`src/hdl/cut_minterm_histogram_top_macros.svh`:
```
// assertion macros for the minterm histogram top level
`ifndef CUT_MINTERM_HISTOGRAM_TOP_MACROS_SVH
`define CUT_MINTERM_HISTOGRAM_TOP_MACROS_SVH

// condition in the same cycle
`define CMH_ASSERT_NOW(label, ante, cons) \
    label: assert property (@(posedge clk) disable iff (!rst_n) (ante) |-> (cons)) \
        else $error("cmh: same-cycle check failed");

// condition in the next cycle
`define CMH_ASSERT_NEXT(label, ante, cons) \
    label: assert property (@(posedge clk) disable iff (!rst_n) (ante) |=> (cons)) \
        else $error("cmh: next-cycle check failed");

`endif

```
`src/hdl/cmh_pkg.sv`:
```
`timescale 1ns / 1ps

package cmh_pkg;

    localparam int NUM_MINTERMS = 16;
    localparam int NUM_LEAVES   = 4;
    localparam int MINT_W       = 4;
    localparam int CNT_W        = 16;
    localparam int LEAF_W       = 3;
    localparam int IN_W         = 32;
    localparam int GROUP_BITS   = 8;

    localparam logic [CNT_W-1:0]  COUNT_MAX        = 16'hFFFF;
    localparam logic [LEAF_W-1:0] LEAF_COUNT_RESET = 3'd4;
    localparam logic [MINT_W-1:0] LAST_MINTERM     = 4'hF;

    typedef logic [MINT_W-1:0] mint_t;
    typedef logic [CNT_W-1:0]  count_t;

    // one histogram result as held in the output register
    typedef struct packed {
        logic                    valid;
        mint_t                   minterm;
        count_t                  occurrences;
        logic [NUM_MINTERMS-1:0] seen_mask;
        logic                    last_of_run;
    } result_t;

endpackage

```
`src/hdl/cmh_front.sv`:
```
`timescale 1ns / 1ps

module cmh_front #(
    parameter int LIVE_BITS = 32
) (
    input  logic                                       clk,
    input  logic                                       rst_n,
    input  logic                                       in_valid,
    output logic                                       in_stall,
    input  logic [cmh_pkg::IN_W-1:0]                   word_leaf0,
    input  logic [cmh_pkg::IN_W-1:0]                   word_leaf1,
    input  logic [cmh_pkg::IN_W-1:0]                   word_leaf2,
    input  logic [cmh_pkg::IN_W-1:0]                   word_leaf3,
    input  logic                                       final_word,
    input  logic [cmh_pkg::LEAF_W-1:0]                 leaf_count,
    output logic                                       q_valid,
    input  logic                                       q_ready,
    output cmh_pkg::mint_t [LIVE_BITS-1:0]             q_mints,
    output logic                                       q_final
);

    logic                                  accept;
    logic [cmh_pkg::NUM_LEAVES-1:0]        leaf_en;
    logic [cmh_pkg::NUM_LEAVES-1:0][cmh_pkg::IN_W-1:0] words;
    cmh_pkg::mint_t [LIVE_BITS-1:0]        mints_next;

    logic                                  f_valid_reg;
    logic                                  f_final_reg;
    cmh_pkg::mint_t [LIVE_BITS-1:0]        f_mints_reg;

    // hold the request while the queue is full
    assign in_stall = f_valid_reg && !q_ready;
    assign accept   = in_valid && !in_stall;

    assign words = {word_leaf3, word_leaf2, word_leaf1, word_leaf0};

    // leaf enables and per-position minterm codes
    always_comb
    begin
        for (int b = 0; b < cmh_pkg::NUM_LEAVES; b++)
        begin
            leaf_en[b] = (leaf_count > cmh_pkg::LEAF_W'(b));
        end
        for (int k = 0; k < LIVE_BITS; k++)
        begin
            for (int b = 0; b < cmh_pkg::NUM_LEAVES; b++)
            begin
                mints_next[k][b] = leaf_en[b] & words[b][k];
            end
        end
    end

    // front register
    always_ff @(posedge clk or negedge rst_n)
    begin
        if (!rst_n)
        begin
            f_valid_reg <= 1'b0;
        end
        else if (accept)
        begin
            f_valid_reg <= 1'b1;
        end
        else if (q_ready)
        begin
            f_valid_reg <= 1'b0;
        end
    end

    always_ff @(posedge clk)
    begin
        if (accept)
        begin
            f_mints_reg <= mints_next;
            f_final_reg <= final_word;
        end
    end

    assign q_valid = f_valid_reg;
    assign q_mints = f_mints_reg;
    assign q_final = f_final_reg;

endmodule

```
`src/hdl/cmh_fifo.sv`:
```
`timescale 1ns / 1ps

module cmh_fifo #(
    parameter int WIDTH = 129
) (
    input  logic             clk,
    input  logic             rst_n,
    input  logic             wr_valid,
    output logic             wr_ready,
    input  logic [WIDTH-1:0] wr_data,
    output logic             rd_valid,
    input  logic             rd_ready,
    output logic [WIDTH-1:0] rd_data
);

    logic [WIDTH-1:0] mem_reg [2];
    logic [1:0]       count_reg;
    logic             wr_ptr_reg;
    logic             rd_ptr_reg;
    logic             do_wr;
    logic             do_rd;

    assign wr_ready = (count_reg != 2'd2);
    assign rd_valid = (count_reg != 2'd0);
    assign rd_data  = mem_reg[rd_ptr_reg];
    assign do_wr    = wr_valid && wr_ready;
    assign do_rd    = rd_valid && rd_ready;

    // pointers and fill level
    always_ff @(posedge clk or negedge rst_n)
    begin
        if (!rst_n)
        begin
            count_reg  <= 2'd0;
            wr_ptr_reg <= 1'b0;
            rd_ptr_reg <= 1'b0;
        end
        else
        begin
            if (do_wr)
            begin
                wr_ptr_reg <= !wr_ptr_reg;
            end
            if (do_rd)
            begin
                rd_ptr_reg <= !rd_ptr_reg;
            end
            if (do_wr && !do_rd)
            begin
                count_reg <= count_reg + 2'd1;
            end
            else if (do_rd && !do_wr)
            begin
                count_reg <= count_reg - 2'd1;
            end
        end
    end

    // entry storage
    always_ff @(posedge clk)
    begin
        if (do_wr)
        begin
            mem_reg[wr_ptr_reg] <= wr_data;
        end
    end

endmodule

```
`src/hdl/cmh_back.sv`:
```
`timescale 1ns / 1ps

module cmh_back #(
    parameter int WORD_BITS = 32
) (
    input  logic                                clk,
    input  logic                                rst_n,
    input  logic                                q_valid,
    output logic                                q_ready,
    input  cmh_pkg::mint_t [((WORD_BITS < cmh_pkg::IN_W) ? WORD_BITS : cmh_pkg::IN_W)-1:0]
                                                q_mints,
    input  logic                                q_final,
    input  logic                                out_stall,
    output cmh_pkg::result_t                    res
);

    localparam int LIVE_BITS = (WORD_BITS < cmh_pkg::IN_W) ? WORD_BITS : cmh_pkg::IN_W;
    localparam int PAD_BITS  = WORD_BITS - LIVE_BITS;
    localparam int GROUPS    = (LIVE_BITS + cmh_pkg::GROUP_BITS - 1) / cmh_pkg::GROUP_BITS;
    localparam int GCNT_W    = $clog2(cmh_pkg::GROUP_BITS + 1);
    localparam int TOT_W     = $clog2(WORD_BITS + 1);
    localparam int SUM_W     = cmh_pkg::CNT_W + 1;
    localparam int NM        = cmh_pkg::NUM_MINTERMS;

    logic [GCNT_W-1:0]      cnt_next  [NM][GROUPS];
    logic [GCNT_W-1:0]      a_cnt_reg [NM][GROUPS];
    logic                   a_valid_reg;
    logic                   a_final_reg;

    cmh_pkg::count_t        counters_reg [NM];
    cmh_pkg::count_t        sat_next     [NM];
    logic [NM-1:0]          seen_next;
    logic [NM-1:0]          seen_reg;
    logic                   emit_reg;
    cmh_pkg::mint_t         idx_reg;
    cmh_pkg::result_t       res_reg;

    logic                   a_adv;
    logic                   a_load;
    logic                   out_load;

    // stage a advances unless a run is being read out
    assign a_adv    = a_valid_reg && !emit_reg;
    assign q_ready  = !a_valid_reg || a_adv;
    assign a_load   = q_valid && q_ready;
    assign out_load = emit_reg && (!res_reg.valid || !out_stall);

    // per-group minterm tallies, eight positions a group
    always_comb
    begin
        int                pos;
        logic [GCNT_W-1:0] c;
        for (int m = 0; m < NM; m++)
        begin
            for (int g = 0; g < GROUPS; g++)
            begin
                c = '0;
                for (int j = 0; j < cmh_pkg::GROUP_BITS; j++)
                begin
                    pos = g * cmh_pkg::GROUP_BITS + j;
                    if (pos < LIVE_BITS)
                    begin
                        if (q_mints[pos] == cmh_pkg::MINT_W'(m))
                        begin
                            c = c + GCNT_W'(1);
                        end
                    end
                end
                cnt_next[m][g] = c;
            end
        end
    end

    // saturating counter update and nonzero flags
    always_comb
    begin
        logic [TOT_W-1:0] t;
        logic [SUM_W-1:0] sum;
        for (int m = 0; m < NM; m++)
        begin
            t = '0;
            for (int g = 0; g < GROUPS; g++)
            begin
                t = t + TOT_W'(a_cnt_reg[m][g]);
            end
            // positions beyond the input words always read as minterm zero
            if (m == 0)
            begin
                t = t + TOT_W'(PAD_BITS);
            end
            sum = SUM_W'(counters_reg[m]) + SUM_W'(t);
            if (sum > SUM_W'(cmh_pkg::COUNT_MAX))
            begin
                sat_next[m] = cmh_pkg::COUNT_MAX;
            end
            else
            begin
                sat_next[m] = sum[cmh_pkg::CNT_W-1:0];
            end
            seen_next[m] = (sat_next[m] != '0);
        end
    end

    // tally stage register
    always_ff @(posedge clk or negedge rst_n)
    begin
        if (!rst_n)
        begin
            a_valid_reg <= 1'b0;
        end
        else if (a_load)
        begin
            a_valid_reg <= 1'b1;
        end
        else if (a_adv)
        begin
            a_valid_reg <= 1'b0;
        end
    end

    always_ff @(posedge clk)
    begin
        if (a_load)
        begin
            a_cnt_reg   <= cnt_next;
            a_final_reg <= q_final;
        end
    end

    // counters, read-out sequencing and output register
    always_ff @(posedge clk or negedge rst_n)
    begin
        if (!rst_n)
        begin
            for (int m = 0; m < NM; m++)
            begin
                counters_reg[m] <= '0;
            end
            emit_reg <= 1'b0;
            idx_reg  <= '0;
            seen_reg <= '0;
            res_reg  <= '0;
        end
        else
        begin
            if (a_adv)
            begin
                counters_reg <= sat_next;
                if (a_final_reg)
                begin
                    emit_reg <= 1'b1;
                    idx_reg  <= '0;
                    seen_reg <= seen_next;
                end
            end

            if (out_load)
            begin
                res_reg.valid       <= 1'b1;
                res_reg.minterm     <= idx_reg;
                res_reg.occurrences <= counters_reg[idx_reg];
                res_reg.seen_mask   <= seen_reg;
                res_reg.last_of_run <= (idx_reg == cmh_pkg::LAST_MINTERM);
                if (idx_reg == cmh_pkg::LAST_MINTERM)
                begin
                    emit_reg <= 1'b0;
                    for (int m = 0; m < NM; m++)
                    begin
                        counters_reg[m] <= '0;
                    end
                end
                else
                begin
                    idx_reg <= idx_reg + cmh_pkg::MINT_W'(1);
                end
            end
            else if (!out_stall)
            begin
                res_reg.valid <= 1'b0;
            end
        end
    end

    assign res = res_reg;

endmodule

```
`src/hdl/cut_minterm_histogram_top.sv`:
```
`timescale 1ns / 1ps

// Minterm histogram over cut-leaf simulation words. Each request carries one
// word per leaf and is taken at one request per cycle while in_stall is low;
// the front stage forms the per-position minterm codes, a two-entry queue
// decouples it from the back end, which tallies the codes in groups of eight
// positions and then adds them into sixteen saturating counters. A request
// marked final_word starts a read-out of sixteen results (minterm 0 to 15),
// one per cycle while the output is not stalled, once the final request has
// reached the counters. During the read-out the front register, the queue and
// the tally stage absorb up to four further requests before in_stall rises.
// leaf_count is written through the cfg channel, always ready; the user must
// write it only while the block is idle, which the block does not enforce.

`include "cut_minterm_histogram_top_macros.svh"

module cut_minterm_histogram_top #(
    parameter int WORD_BITS = 32
) (
    input  logic                                    clk,
    input  logic                                    rst_n,
    input  logic                                    in_valid,
    output logic                                    in_stall,
    input  logic [cmh_pkg::IN_W-1:0]                word_leaf0,
    input  logic [cmh_pkg::IN_W-1:0]                word_leaf1,
    input  logic [cmh_pkg::IN_W-1:0]                word_leaf2,
    input  logic [cmh_pkg::IN_W-1:0]                word_leaf3,
    input  logic                                    final_word,
    output logic                                    out_valid,
    input  logic                                    out_stall,
    output logic [cmh_pkg::MINT_W-1:0]              minterm,
    output logic [cmh_pkg::CNT_W-1:0]               occurrences,
    output logic [cmh_pkg::NUM_MINTERMS-1:0]        seen_mask,
    output logic                                    last_of_run,
    input  logic                                    cfg_valid,
    output logic                                    cfg_ready,
    input  logic [cmh_pkg::LEAF_W-1:0]              leaf_count
);

    localparam int LIVE_BITS = (WORD_BITS < cmh_pkg::IN_W) ? WORD_BITS : cmh_pkg::IN_W;
    localparam int Q_W       = LIVE_BITS * cmh_pkg::MINT_W + 1;

    logic [cmh_pkg::LEAF_W-1:0]         leaf_count_reg;
    logic                               f_valid;
    logic                               f_ready;
    cmh_pkg::mint_t [LIVE_BITS-1:0]     f_mints;
    logic                               f_final;
    logic                               b_valid;
    logic                               b_ready;
    logic [Q_W-1:0]                     b_data;
    cmh_pkg::mint_t [LIVE_BITS-1:0]     b_mints;
    logic                               b_final;
    cmh_pkg::result_t                   res;

    // configuration register
    assign cfg_ready = 1'b1;

    always_ff @(posedge clk or negedge rst_n)
    begin
        if (!rst_n)
        begin
            leaf_count_reg <= cmh_pkg::LEAF_COUNT_RESET;
        end
        else if (cfg_valid && cfg_ready)
        begin
            leaf_count_reg <= leaf_count;
        end
    end

    // classify
    cmh_front #(
        .LIVE_BITS (LIVE_BITS)
    ) u_front (
        .clk        (clk),
        .rst_n      (rst_n),
        .in_valid   (in_valid),
        .in_stall   (in_stall),
        .word_leaf0 (word_leaf0),
        .word_leaf1 (word_leaf1),
        .word_leaf2 (word_leaf2),
        .word_leaf3 (word_leaf3),
        .final_word (final_word),
        .leaf_count (leaf_count_reg),
        .q_valid    (f_valid),
        .q_ready    (f_ready),
        .q_mints    (f_mints),
        .q_final    (f_final)
    );

    // decoupling queue
    cmh_fifo #(
        .WIDTH (Q_W)
    ) u_fifo (
        .clk      (clk),
        .rst_n    (rst_n),
        .wr_valid (f_valid),
        .wr_ready (f_ready),
        .wr_data  ({f_final, f_mints}),
        .rd_valid (b_valid),
        .rd_ready (b_ready),
        .rd_data  (b_data)
    );

    assign b_final = b_data[Q_W-1];
    assign b_mints = b_data[Q_W-2:0];

    // count and read out
    cmh_back #(
        .WORD_BITS (WORD_BITS)
    ) u_back (
        .clk       (clk),
        .rst_n     (rst_n),
        .q_valid   (b_valid),
        .q_ready   (b_ready),
        .q_mints   (b_mints),
        .q_final   (b_final),
        .out_stall (out_stall),
        .res       (res)
    );

    assign out_valid   = res.valid;
    assign minterm     = res.minterm;
    assign occurrences = res.occurrences;
    assign seen_mask   = res.seen_mask;
    assign last_of_run = res.last_of_run;

    // checks
    `CMH_ASSERT_NOW(a_last_is_top, out_valid && last_of_run, minterm == cmh_pkg::LAST_MINTERM)
    `CMH_ASSERT_NEXT(a_readout_steps, out_valid && !out_stall && !last_of_run, out_valid && minterm == $past(minterm) + cmh_pkg::MINT_W'(1))
    `CMH_ASSERT_NEXT(a_mask_steady, out_valid && !out_stall && !last_of_run, seen_mask == $past(seen_mask))
    `CMH_ASSERT_NOW(a_mask_matches, out_valid, (occurrences != '0) == seen_mask[minterm])

endmodule
```
`config.mk`:
```
export PLATFORM = sky130hd
export DESIGN_NAME = cut_minterm_histogram_top
export DESIGN_NICKNAME = d
export VERILOG_FILES = /design/src/hdl/cmh_pkg.sv /design/src/hdl/cmh_front.sv /design/src/hdl/cmh_fifo.sv /design/src/hdl/cmh_back.sv /design/src/hdl/cut_minterm_histogram_top.sv
export VERILOG_INCLUDE_DIRS = /design/src /design/src/hdl
export SDC_FILE = /design/constraint.sdc
export NUM_CORES = 2
export LEC_CHECK = 0
export BUFFER_PORTS_ARGS = -buffer_cell sky130_fd_sc_hd__buf_2
export CAP_MARGIN = 20
export CORE_UTILIZATION = 45
export CTS_CLUSTER_SIZE = 25
export DETAILED_ROUTE_END_ITERATION = 16
export PLACE_DENSITY = 0.61
export SYNTH_ARGS = -nofsm -noshare
export SYNTH_HDL_FRONTEND = slang
export SYNTH_SLANG_ARGS = --single-unit
```
`constraint.sdc`:
```
create_clock -name clk -period 12.2 [get_ports clk]
set_input_delay 1.22 -clock clk [delete_from_list [all_inputs] [get_ports clk]]
set_output_delay 1.22 -clock clk [all_outputs]
set_load 0.05 [all_outputs]
```
==> impl_summary.txt <==
----------------------------------------------------
[Timing]
  Final slew viol count ... 0
  Crit path time final ... slightly below 7000 ps
  Period utilisation layout ... 55.9%
  Final hold viol count ... 0
  Remaining max-slew budget at the tightest pin ... 17.2%
  Setup TNS ... 0 ps
  Maximum achievable frequency ... 147 MHz
  Setup violators final ... 0
  Slew of the pin with the lowest slew margin ... 1230 ps
  Clock Skew ... 43.9 ps
  Setup repair after global routing missed its margin ... no
  Final-layout worst hold slack ... 441 ps

[CTS]
  Clock tree from TritonCTS ... done
  Buffer count from post-CTS setup fixing ... 0
  Clock Tree Buf Depth ... 3
  Total number of clock tree sinks ... 968
  Hold Buf Count CTS ... 0
  Register clock-pin slew on the reported worst setup and hold paths ... 70 ps
  Resize count post-CTS ... 0
  CTS buffer count ... 113
  Source-to-sink clock delay at the later pin of the worst-skew pair ... just under 800 ps
  # H-tree levels ... 3
  Root Buffer Master ... sky130_fd_sc_hd__clkbuf_16

[Routing]
  Overall via count from detail_route ... 67,500
  Detailed-routing iteration count for the pre-antenna-repair pass ... 9
  Drc violations ... 0
  Number of DRC markers in iteration 0 ... 6,838
  Average detailed-routed wire length per instance ... 22.8 µm
  Total length of routed wires ... about 260,000 µm
  Post-detailed-route count of antenna-violating nets ... 0
  Average via count per standard cell ... 5.92

[Cells and area]
  Core utilization of the finished layout ... between 40% and 50%
  Net total in the final layout ... 9,754
  Fillers ... 17,300
  Diodes inserted ... 0
  Max reg flops ... 258
  Share of layout cells above drive strength 1 ... between 10% and 20%
  Multi-input gate area in the final layout ... between 50,000 and 60,000 µm²
  Sequential cell area ... 27,500 µm²
  Cell area after layout ... 91,600 µm²
  Area grow syn2layout ... 8.65%

[Place]
  Number of input and output port buffers inserted ... about 180
  Area after detailed placement ... 87,600 µm²
  Final estimated routing congestion in global placement ... 0.949
  Detailed Place HPWL ... 206,000 µm

[Critical path]
  Master of the slowest instance on the critical path ... sky130_fd_sc_hd__dfrtp_4
  Startpoint Class ... register
  Maximum single-stage delay on the critical path ... 720 ps
  Startpoint-to-endpoint class of the critical path ... reg -> reg
  Crit path buf inv count ... 3
  Endpoint class of the critical path ... register
  Reg2Reg Setup Slack ... around 5400 ps
  Critical path peak fanout ... 61
  Most common cell on crit path ... sky130_fd_sc_hd__ha_1
  Endpoint required time on the critical path ... 12,730 ps
  List of cells traversed by the critical path ... inv_4, buf_4, nand2_1, o22ai_1, nand2_1, ha_1, xnor2_1, ha_1, nand3_1, nand2_1, ha_1, nor2_1, a31oi_1, ha_1, a21oi_1, inv_1, ha_1, nand2_1, xor2_1, xor2_1, a41oi_1, mux2i_1, xnor2_1
  Gate family responsible for the most delay along the worst path ... adder cells
  Data arrival at the endpoint of the critical path ... 7350 ps

[Global routing]
  Vias in the first global route ... 62,800
  Initial antenna violation count ... 19
  Wire length of the first global-routing pass ... 388,000 µm
  Pin count of the biggest net entering global routing ... approximately 120
  Aggregate global routing overflow ... 0
  Overall Global Routing Usage ... 26.6%

[Floorplanning]
  Starting density of the core ... 45.4%
  Top-Level Pins ... 177
  Number of placement rows ... 158
  Height of the die ... 435 µm
  Area of the core region ... approximately 190,000 µm²
  Die width ... 435 µm
  Die Outline Area ... 189,000 µm²

[Synthesis]
  Post-synthesis instance area ... 84,300 µm²
  Unique cell type count in the Yosys netlist ... between 100 and 150
  Sequential area share after synthesis ... 32.6%
  Count of state elements after synthesis ... 968
  Synth Flop Type ... sky130_fd_sc_hd__edfxtp_1
  Total number of yosys warnings ... 0
  Post-synth EDFFs ... 644
  Synthesized area divided by synthesized cell count ... a little under 10 µm²
  Fraction of synthesis flops using an asynchronous set or reset pin ... 33.5%
  Cells after synthesis ... between 8,000 and 9,000
  Synthesized netlist net count ... 9,697

[Worst hold path]
  Class of the tightest hold or removal check ... reg -> reg

[Power]
  Max IR drop VDD ... 0.192 mV
  PwrDens ... 255 nW/µm²
  Leak Pwr ... around 39 nW

[Status]
  Result of the run ... finished clean

[Run]
  Count of maximum capacitance violations ... 0

----------------------------------------------------
layer usage:
| layer | vias to the layer above | global-route usage, % | share of wire (%) |
|---|---|---|---|
| met1 | 33000 | 38.3 | 46 |
| met2 | 2440 | 41.7 | 44 |
| met3 | 327 | 3.21 | 7.0 |
| met4 | 6 | 7.84 | 2.9 |
| li1 | 31700 | - | - |
| met5 | - | 0 | 0.018 |
power by group:
group,switching [mW],total [mW],internal [mW]
Combinational,8.76,14.1,5.30
Clock,1.52,3.70,2.18
Sequential,0.961,5.56,4.60
Total,11.2,23.3,12.1
final timing paths:
kind | startpoint | to | depth (start not counted)
worst max-delay path | u_fifo.rd_ptr_reg$_DFFE_PN0P_ | u_back.a_cnt_reg[191]$_DFFE_PP_ | 23
worst min-delay path | u_front.q_mints[69]$_DFFE_PP_ | u_fifo.mem_reg[1][69]$_DFFE_PP_ | 0
worst max register to register | u_fifo.rd_ptr_reg$_DFFE_PN0P_ | u_back.a_cnt_reg[191]$_DFFE_PP_ | 23
worst min register to register | u_front.q_mints[69]$_DFFE_PP_ | u_fifo.mem_reg[1][69]$_DFFE_PP_ | 0
max in group asynchronous | rst_n | u_back.counters_reg[196]$_DFF_PN0_ | 3
min in group asynchronous | rst_n | u_back.counters_reg[60]$_DFF_PN0_ | 1
logic make-up (layout without fill, tap and decap cells):
family,Yosys count,count (layout),synth area share [%]
AND/OR/NAND/NOR,2984,2984,17.9
flip-flops,968,968,32.6
other,1,1,0.00445
XOR/XNOR,1011,1011,11.9
AO/OA/AOI/OAI,1532,1532,12.7
adder cells (fa/ha/maj),787,787,12.7
buffers and inverters,973,1127,4.54
multiplexers,517,517,7.68
synthesized netlist by cell type (27+ instances only):
master	number	share of area [%]
sky130_fd_sc_hd__a22o_1	41	0.43
sky130_fd_sc_hd__buf_2	41	0.24
sky130_fd_sc_hd__and2_1	107	0.79
sky130_fd_sc_hd__dfrtp_1	323	9.6
sky130_fd_sc_hd__o22ai_1	86	0.64
sky130_fd_sc_hd__buf_1	28	0.12
sky130_fd_sc_hd__and3_1	102	0.76
sky130_fd_sc_hd__nor4b_1	28	0.29
sky130_fd_sc_hd__mux2i_1	155	1.8
sky130_fd_sc_hd__xnor2_2	30	0.58
sky130_fd_sc_hd__edfxtp_1	644	23
sky130_fd_sc_hd__nor2b_1	170	1.3
sky130_fd_sc_hd__o31ai_1	34	0.30
sky130_fd_sc_hd__a32oi_1	29	0.30
sky130_fd_sc_hd__xnor2_1	539	5.6
sky130_fd_sc_hd__a21oi_1	286	1.7
sky130_fd_sc_hd__nor2_1	513	2.3
sky130_fd_sc_hd__nand4_1	95	0.71
sky130_fd_sc_hd__or3b_2	39	0.41
sky130_fd_sc_hd__nor3b_1	58	0.52
sky130_fd_sc_hd__fa_1	112	2.7
sky130_fd_sc_hd__nand3b_1	89	0.79
sky130_fd_sc_hd__mux4_2	72	1.9
sky130_fd_sc_hd__a21o_1	126	1.1
sky130_fd_sc_hd__clkbuf_1	201	0.89
sky130_fd_sc_hd__o22ai_2	27	0.40
sky130_fd_sc_hd__nand2b_1	108	0.80
sky130_fd_sc_hd__nor4_1	27	0.20
sky130_fd_sc_hd__ha_1	675	10
sky130_fd_sc_hd__o32ai_1	35	0.36
sky130_fd_sc_hd__nand3_1	338	2.0
sky130_fd_sc_hd__xnor3_1	35	0.94
sky130_fd_sc_hd__a22oi_1	40	0.36
sky130_fd_sc_hd__nand2_1	956	4.3
sky130_fd_sc_hd__xor2_1	372	3.9
sky130_fd_sc_hd__inv_1	678	3.0
sky130_fd_sc_hd__mux2_2	280	3.7
sky130_fd_sc_hd__a311oi_1	43	0.45
sky130_fd_sc_hd__nand4b_1	33	0.34
sky130_fd_sc_hd__a211oi_1	46	0.41
sky130_fd_sc_hd__or2_2	43	0.32
sky130_fd_sc_hd__a31oi_1	169	1.3
sky130_fd_sc_hd__o21ai_0	272	1.6
sky130_fd_sc_hd__or3_1	50	0.37
sky130_fd_sc_hd__nor3_1	135	0.80
layout by cell type (no fill, tap or decap), types with 174 or more instances in the layout:
master	n
sky130_fd_sc_hd__xnor2_1	539
sky130_fd_sc_hd__ha_1	675
sky130_fd_sc_hd__inv_1	677
sky130_fd_sc_hd__xor2_1	372
sky130_fd_sc_hd__nor2_1	510
sky130_fd_sc_hd__nand3_1	338
sky130_fd_sc_hd__dfrtp_1	320
sky130_fd_sc_hd__nand2_1	955
sky130_fd_sc_hd__edfxtp_1	644
sky130_fd_sc_hd__o21ai_0	271
sky130_fd_sc_hd__mux2_2	280
sky130_fd_sc_hd__a21oi_1	285
sky130_fd_sc_hd__buf_2	174
per-stage QoR:
| step | std cells | setup WS [ps] | power, mW |
|---|---|---|---|
| 4_1_cts | 11400 | 5550 | 23.2 |
| 6_report | 11400 | 5380 | 23.3 |
| 3_5_place_dp | 11200 | 5580 | 19.4 |
| 5_1_grt | 11400 | 5160 | 24.9 |
| 3_3_place_gp | 11200 | 5650 | 18.9 |
| 2_1_floorplan | 8773 | 5590 | 15.4 |
area by class of cell:
type | instances | share of cell area [%]
multi-input cells | 6832 | 58.0
flip-flops and latches | 968 | 30.0
well taps | 2480 | 3.39
clock buffers | 135 | 3.29
inverters | 682 | 2.81
repair buffers | 233 | 1.46
clock inverters | 77 | 1.09
Note: power is estimated with default switching activity, not from simulation.
